==> config.mk <==
export PLATFORM = sky130hd
export DESIGN_NAME = timestamp_reorder_buffer
export DESIGN_NICKNAME = d
export VERILOG_FILES = /design/src/sv/tsrb_pkg.sv /design/src/sv/tsrb_cell.sv /design/src/sv/timestamp_reorder_buffer.sv
export SDC_FILE = /design/constraint.sdc
export NUM_CORES = 2
export LEC_CHECK = 0
export ABC_AREA = 1
export BUFFER_PORTS_ARGS = -buffer_cell sky130_fd_sc_hd__buf_2
export CORE_MARGIN = 10
export CORE_UTILIZATION = 55
export CTS_BUF_LIST = sky130_fd_sc_hd__clkbuf_4 sky130_fd_sc_hd__clkbuf_8 sky130_fd_sc_hd__clkbuf_16
export DETAILED_ROUTE_END_ITERATION = 10
export GPL_TIMING_DRIVEN = 0
export PLACE_DENSITY = 0.75
export SLEW_MARGIN = 20
export SYNTH_ARGS = -nofsm -noshare
export SYNTH_HDL_FRONTEND = slang
export SYNTH_SLANG_ARGS = --single-unit
export TNS_END_PERCENT = 20
==> constraint.sdc <==
create_clock -name i_clk -period 5.8 [get_ports i_clk]
set_clock_uncertainty 0.2 [all_clocks]
set_input_delay 0 -clock i_clk [delete_from_list [all_inputs] [get_ports i_clk]]
set_output_delay 0 -clock i_clk [all_outputs]
set_load 0.02 [all_outputs]
==> src/sv/tsrb_pkg.sv <==
`timescale 1ns / 1ps
`default_nettype none

package tsrb_pkg;

    localparam logic [3:0] RESET_HOLD_DEPTH = 4'd4;

    typedef enum logic [1:0] {
        OP_INSERT = 2'd0,
        OP_DRAIN  = 2'd1,
        OP_FLUSH  = 2'd2
    } t_op;

    typedef struct packed {
        t_op                operation;
        logic        [15:0] frame_tag;
        logic signed [63:0] timestamp;
    } t_in_item;

    typedef struct packed {
        logic        [15:0] out_tag;
        logic signed [63:0] out_timestamp;
        logic               last;
    } t_out_item;

    // One stored frame as it moves along the chain.
    typedef struct packed {
        logic        [15:0] tag;
        logic signed [63:0] ts;
    } t_entry;

    // Broadcast to every cell of the chain in a cycle.
    typedef struct packed {
        logic insert;
        logic pop;
    } t_cell_ctl;

    typedef enum logic [1:0] {
        S_IDLE,
        S_POP,
        S_INSERT,
        S_DRAIN
    } t_state;

endpackage

`default_nettype wire

==> src/sv/tsrb_cell.sv <==
`timescale 1ns / 1ps
`default_nettype none

module tsrb_cell import tsrb_pkg::*; (
    input  wire logic      i_clk,
    input  wire t_cell_ctl i_ctl,
    input  wire logic      i_valid,
    input  wire t_entry    i_new,
    input  wire t_entry    i_prev,
    input  wire logic      i_prev_before,
    input  wire t_entry    i_next,
    output t_entry         o_entry,
    output logic           o_before
);

    t_entry r_entry;
    t_entry n_entry;

    // The new frame belongs at or ahead of this cell when this cell is empty or
    // holds a strictly later timestamp, so equal timestamps keep arrival order.
    assign o_before = !i_valid || (i_new.ts < r_entry.ts);
    assign o_entry  = r_entry;

    always_comb begin
        n_entry = r_entry;
        if (i_ctl.insert && o_before) begin
            n_entry = i_prev_before ? i_prev : i_new;
        end else if (i_ctl.pop) begin
            n_entry = i_next;
        end
    end

    always_ff @(posedge i_clk) begin
        r_entry <= n_entry;
    end

endmodule

`default_nettype wire

==> src/sv/timestamp_reorder_buffer.sv <==
`timescale 1ns / 1ps
`default_nettype none

// Display-order reorder buffer. Frames enter in decode order and leave sorted by
// rising signed timestamp, equal timestamps in arrival order, once more than the
// hold depth (clamped to MAX_DEPTH) would be held. The store is a chain of
// MAX_DEPTH cells that all shift in the same cycle, so each operation steps
// through a small sequencer: an insert with room is accepted, then shifted in;
// one releasing the new frame itself stores nothing; one releasing the head goes
// through release, shift out and shift in; a drain emits every held frame and a
// flush clears them. busy is high while an item is at work. Each result appears
// on o_result for exactly one cycle with o_result_strobe; the receiver cannot
// stall it. Write hold_depth only while busy is low and no result is pending.
module timestamp_reorder_buffer import tsrb_pkg::*; #(
    parameter int unsigned MAX_DEPTH = 8
) (
    input  wire logic       i_clk,
    input  wire logic       i_rst_n,
    input  wire logic       start,
    output logic            busy,
    input  wire t_in_item   i_item,
    output logic            o_result_strobe,
    output t_out_item       o_result,
    input  wire logic       i_cfg_wr_en,
    input  wire logic [3:0] i_cfg_wr_data
);

    localparam int unsigned CW   = $clog2(MAX_DEPTH + 1);
    localparam int unsigned CMPW = (CW > 4) ? CW : 4;
    localparam logic [CMPW-1:0] DEPTH_CAP = CMPW'(MAX_DEPTH);

    t_state          r_state, n_state;
    logic   [CW-1:0] r_count, n_count;
    logic   [3:0]    r_hold;
    t_entry          r_new, n_new;
    logic            r_result_valid, n_result_valid;
    t_out_item       r_result, n_result;
    t_cell_ctl       w_ctl;

    t_entry          w_entry  [MAX_DEPTH];
    logic            w_before [MAX_DEPTH];

    logic            w_accept;
    logic [CMPW-1:0] w_depth;
    logic            w_room;
    logic            w_new_first;

    assign busy            = (r_state != S_IDLE);
    assign w_accept        = start && !busy;
    assign o_result_strobe = r_result_valid;
    assign o_result        = r_result;

    always_comb begin
        w_depth = (CMPW'(r_hold) > DEPTH_CAP) ? DEPTH_CAP : CMPW'(r_hold);
    end

    assign w_room      = CMPW'(r_count) < w_depth;
    assign w_new_first = (r_count == '0) || (i_item.timestamp < w_entry[0].ts);

    genvar g;
    generate
        for (g = 0; g < MAX_DEPTH; g++) begin : g_cell
            tsrb_cell u_cell (
                .i_clk         (i_clk),
                .i_ctl         (w_ctl),
                .i_valid       (CW'(g) < r_count),
                .i_new         (r_new),
                .i_prev        ((g == 0) ? r_new : w_entry[(g == 0) ? 0 : g - 1]),
                .i_prev_before ((g == 0) ? 1'b0 : w_before[(g == 0) ? 0 : g - 1]),
                .i_next        ((g == MAX_DEPTH - 1) ? w_entry[g]
                                : w_entry[(g == MAX_DEPTH - 1) ? g : g + 1]),
                .o_entry       (w_entry[g]),
                .o_before      (w_before[g])
            );
        end
    endgenerate

    always_comb begin
        n_state = r_state;
        case (r_state)
            S_IDLE: begin
                if (w_accept) begin
                    case (i_item.operation)
                        OP_INSERT: begin
                            if (w_room) begin
                                n_state = S_INSERT;
                            end else if (!w_new_first) begin
                                n_state = S_POP;
                            end
                        end
                        OP_DRAIN: begin
                            if (r_count != '0) begin
                                n_state = S_DRAIN;
                            end
                        end
                        default: n_state = S_IDLE;
                    endcase
                end
            end
            S_POP:    n_state = S_INSERT;
            S_INSERT: n_state = S_IDLE;
            S_DRAIN: begin
                if (r_count == CW'(1)) begin
                    n_state = S_IDLE;
                end
            end
            default:  n_state = S_IDLE;
        endcase
    end

    always_comb begin
        n_count        = r_count;
        n_new          = r_new;
        n_result_valid = 1'b0;
        n_result       = r_result;
        w_ctl          = '0;
        case (r_state)
            S_IDLE: begin
                if (w_accept) begin
                    n_new.tag = i_item.frame_tag;
                    n_new.ts  = i_item.timestamp;
                    case (i_item.operation)
                        OP_INSERT: begin
                            if (!w_room) begin
                                n_result_valid = 1'b1;
                                n_result.last  = 1'b1;
                                if (w_new_first) begin
                                    n_result.out_tag       = i_item.frame_tag;
                                    n_result.out_timestamp = i_item.timestamp;
                                end else begin
                                    n_result.out_tag       = w_entry[0].tag;
                                    n_result.out_timestamp = w_entry[0].ts;
                                end
                            end
                        end
                        OP_FLUSH: n_count = '0;
                        default:  n_count = r_count;
                    endcase
                end
            end
            S_POP: begin
                w_ctl.pop = 1'b1;
                n_count   = r_count - CW'(1);
            end
            S_INSERT: begin
                w_ctl.insert = 1'b1;
                n_count      = r_count + CW'(1);
            end
            S_DRAIN: begin
                w_ctl.pop              = 1'b1;
                n_count                = r_count - CW'(1);
                n_result_valid         = 1'b1;
                n_result.out_tag       = w_entry[0].tag;
                n_result.out_timestamp = w_entry[0].ts;
                n_result.last          = (r_count == CW'(1));
            end
            default: n_count = r_count;
        endcase
    end

    always_ff @(posedge i_clk) begin
        if (!i_rst_n) begin
            r_state        <= S_IDLE;
            r_count        <= '0;
            r_hold         <= RESET_HOLD_DEPTH;
            r_result_valid <= 1'b0;
        end else begin
            r_state        <= n_state;
            r_count        <= n_count;
            r_result_valid <= n_result_valid;
            if (i_cfg_wr_en) begin
                r_hold <= i_cfg_wr_data;
            end
        end
    end

    always_ff @(posedge i_clk) begin
        r_new    <= n_new;
        r_result <= n_result;
    end

endmodule

`default_nettype wire
==> run_results.csv <==
group,metric,value,unit
outcome,status,"finished, violations left",
outcome,violations,"setup timing",
floorplan,core,98400,um2
clock_tree,path_clk_slew,0.06,ns
floorplan,dieArea,112000,um2
detailed_routing,dr.pass1.iters,7,
synth,synth_edf_count,801,
min_path,min_path_cells,4,
flow_run,maxCapViolCount,0,
detailed_routing,wl_per_cell,21.6,um
detailed_routing,via_per_inst,5.86,
setup_path,arrival,6.21,ns
synth,syn_area_per_cell,8.04,um2
timing,fin_crit,6.02,ns
setup_path,r2r-start,"r_new[39]$_DFFE_PP_",
timing,clock.fmax,166,MHz
global_routing,antenna_found_initial,10,
setup_path,worstReg2RegEnd,"g_cell[3].u_cell.o_entry[21]$_DFFE_PP_",
layout,layout_commonest_cell,"nand2_1",
timing,setup_violations,147,
global_routing,grt_util_all_layers,0.321,
floorplan,dieWidth,335,um
synth,ys_seq_elements,812,
detailed_routing,via_count,50500,
placed_design,dpl-instance-area,57500,um2
global_routing,grt_pass1_wl,278000,um
clock_tree,clkSinkCount,812,
setup_path,path_max_fanout,42,
synth,yosysWarnings,0,
synth,ys_seq_area_frac,0.445,
floorplan,die_h,335,um
timing,hold_ws,0.0229,ns
pwr,ir_worst_vdd,0.786,mV
pwr,powerDensity,695,nW/um2
clock_tree,cts_max_level,3,
timing,hold_violations,0,
global_routing,grt_pass1_vias,48700,
detailed_routing,ant_nets,0,
layout,nNetsFinal,7924,
detailed_routing,route.detailed.drc,0,
min_path,hold_start,"i_item[36]",
timing,tightest_slew,1.04,ns
clock_tree,cts_buffer_depth,3,
timing,rsz0062_at_grt,"true",
placed_design,port_buffers,172,
synth,async_reset_ff_frac,0,
setup_path,worstSetupPathType,"flip-flop to flip-flop",
synth,syn_inst,6777,
timing,slew_viol_final,0,
detailed_routing,wl,186000,um
placed_design,hpwl,137000,um
floorplan,rows,115,
layout,final_core_util,0.636,
synth,synth_fp_nets,7445,
pwr,leakage,30.4,nW
clock_tree,cts_made_buffers,92,
floorplan,io_pins,173,
timing,layout_setup_ws,-0.216,ns
layout,final_cell_mix,"2703 x nand2_1, 801 x edfxtp_1, 691 x inv_1",
min_path,holdPathEnd,"o_result[37]$_DFFE_PP_",
setup_path,reg2reg_slack,-0.22,ns
synth,yosysUniqueCellTypes,42,
layout,area_growth,14.8,%
clock_tree,cts_tree,"built",
setup_path,endpoint_kind,"flip-flop",
clock_tree,root_buffer,"clkbuf_16",
synth,syn_area,54500,um2
setup_path,startpoint_type,"flip-flop",
clock_tree,clk_latency,0.69,ns
synth,synthFlopType,"edfxtp_1",
layout,n_fill_cell,8441,
timing,period_share,1.04,
min_path,min_path_type,"primary input to flip-flop",
detailed_routing,first_iter_violations,6265,
floorplan,start_util,0.554,
layout,drive_gt1_frac,0.0754,
placed_design,place_congestion,0.965,
layout,fin_area,62600,um2
setup_path,crit_required,6.00,ns
global_routing,grt_max_degree,44,
setup_path,r2r_cells,12,
global_routing,grt-ovfl-total,0,
timing,slew_headroom,0.307,
[per-stage QoR]
step	setup TNS [ns]	total power, mW	worst slack (ns)	std cells
after floorplan	-4.63	28.3	-0.0579	6777
after global placement	-1659.21	35.3	-3.91	8236
after detailed placement	-48.68	36.4	-0.486	8254
after CTS	0	42.6	0.00861	8617
after global routing	-7.04	46.4	-0.178	8622
final	-15.41	43.5	-0.216	8625
[worst max-delay path by stage]
stage | slack, ns | end | start
after global routing | -0.18 | g_cell[0].u_cell.o_entry[32]$_DFFE_PP_ | r_new[59]$_DFFE_PP_
after CTS | 0.009 | o_result[60]$_DFFE_PP_ | g_cell[0].u_cell.o_entry[63]$_DFFE_PP_
after detailed placement | -0.49 | g_cell[0].u_cell.o_entry[32]$_DFFE_PP_ | r_new[59]$_DFFE_PP_
final | -0.22 | g_cell[3].u_cell.o_entry[21]$_DFFE_PP_ | r_new[39]$_DFFE_PP_
after floorplan | -0.06 | g_cell[7].u_cell.o_entry[0]$_DFFE_PP_ | r_new[63]$_DFFE_PP_
after global placement | -3.91 | g_cell[7].u_cell.o_entry[32]$_DFFE_PP_ | r_new[39]$_DFFE_PP_
[critical path, stage by stage, from the launching register on]
cell,delay [ns]
edfxtp_1,0.73
ha_1,0.46
nand2_1,0.07
nor2_1,0.22
nand4_1,0.31
nor3_1,0.49
nand2_1,0.19
nand3_2,0.50
nand3_2,0.69
nand2_2,0.70
buf_2,0.33
nand2_4,0.36
buf_16,0.40
[where the power goes]
part,switching (mW),total (mW),internal [mW],leakage (nW)
logic,16.9,24.0,7.06,21.3
clock network,2.57,6.02,3.45,1.51
registers,2.08,13.5,11.4,7.66
total,21.6,43.5,21.9,30.4
[what timing repair did]
item / CTS / global route
endpoints found under the setup margin: 249 / 379
pin swaps: 0 / 1
buffers inserted: 0 / 3
endpoints found under the hold margin: 231 / 0
gates resized for setup: 5 / 6
hold buffers: 192 / 0
[state kept, by name (all words and copies together), names as in the netlist]
register               count
g_cell.u_cell.o_entry    640
o_result                  81
o_result_strobe            1
r_count                    4
r_hold                     4
r_new                     80
r_state                    2
[synthesized netlist by cell type (2+ instances only)]
| master | number | area share |
|---|---|---|
| nand4_1 | 359 | 0.041 |
| a21oi_1 | 365 | 0.034 |
| nand3b_1 | 2 | 0.00028 |
| edfxtp_1 | 801 | 0.44 |
| inv_2 | 10 | 0.00069 |
| a31oi_1 | 10 | 0.0011 |
| o2111ai_1 | 2 | 0.00032 |
| nor2_1 | 190 | 0.013 |
| nand3_2 | 9 | 0.0017 |
| nor2_4 | 2 | 0.00041 |
| or2_2 | 2 | 0.00023 |
| buf_4 | 18 | 0.0025 |
| o21bai_1 | 2 | 0.00028 |
| nand2_2 | 14 | 0.0016 |
| o31ai_1 | 2 | 0.00028 |
| buf_1 | 36 | 0.0025 |
| a21o_1 | 6 | 0.00083 |
| o22ai_1 | 2 | 0.00023 |
| nor4_1 | 15 | 0.0017 |
| nor3_1 | 20 | 0.0018 |
| inv_1 | 692 | 0.048 |
| dfxtp_1 | 11 | 0.0040 |
| o21a_1 | 17 | 0.0023 |
| nand2_1 | 2710 | 0.19 |
| o211ai_1 | 14 | 0.0019 |
| o21ai_1 | 89 | 0.0082 |
| buf_2 | 130 | 0.012 |
| clkbuf_1 | 131 | 0.0090 |
| nand3_1 | 347 | 0.032 |
| o21ai_0 | 179 | 0.016 |
| ha_1 | 578 | 0.13 |
| nor3b_1 | 2 | 0.00028 |
[area by class of cell]
| class | count | area [um2] | share of cell area |
|---|---|---|---|
| clock buffers | 116 | 2520 | 0.0402 |
| flip-flops and latches | 812 | 24300 | 0.388 |
| diodes | 5 | 12.5 | 0.000200 |
| inverters | 702 | 2640 | 0.0422 |
| clock inverters | 55 | 520 | 0.00832 |
| plain buffers | 317 | 1430 | 0.0229 |
| well taps | 1287 | 1610 | 0.0257 |
| repair buffers | 385 | 3230 | 0.0517 |
| multi-input cells | 4946 | 26300 | 0.421 |
[metal layers]
metal | global-route usage | part of all wire | vias to the layer above
li1 | - | - | 23800
met1 | 0.416 | 0.39 | 23400
met2 | 0.488 | 0.43 | 2868
met3 | 0.0859 | 0.13 | 475
met4 | 0.169 | 0.055 | 8
met5 | 0 | 0.00028 | -
[logic make-up (layout without fill, tap and decap cells)]
logic type,count (synthesis),count (layout),synth area share
compound gates,693,693,0.0662
xor+xnor,1,1,0.000161
fa+ha+maj,578,578,0.133
buf+inv,1019,1575,0.0746
other cells,0,5,0
simple gates,3674,3674,0.281
flops,812,812,0.445
Power figures use the tool's default switching activity.
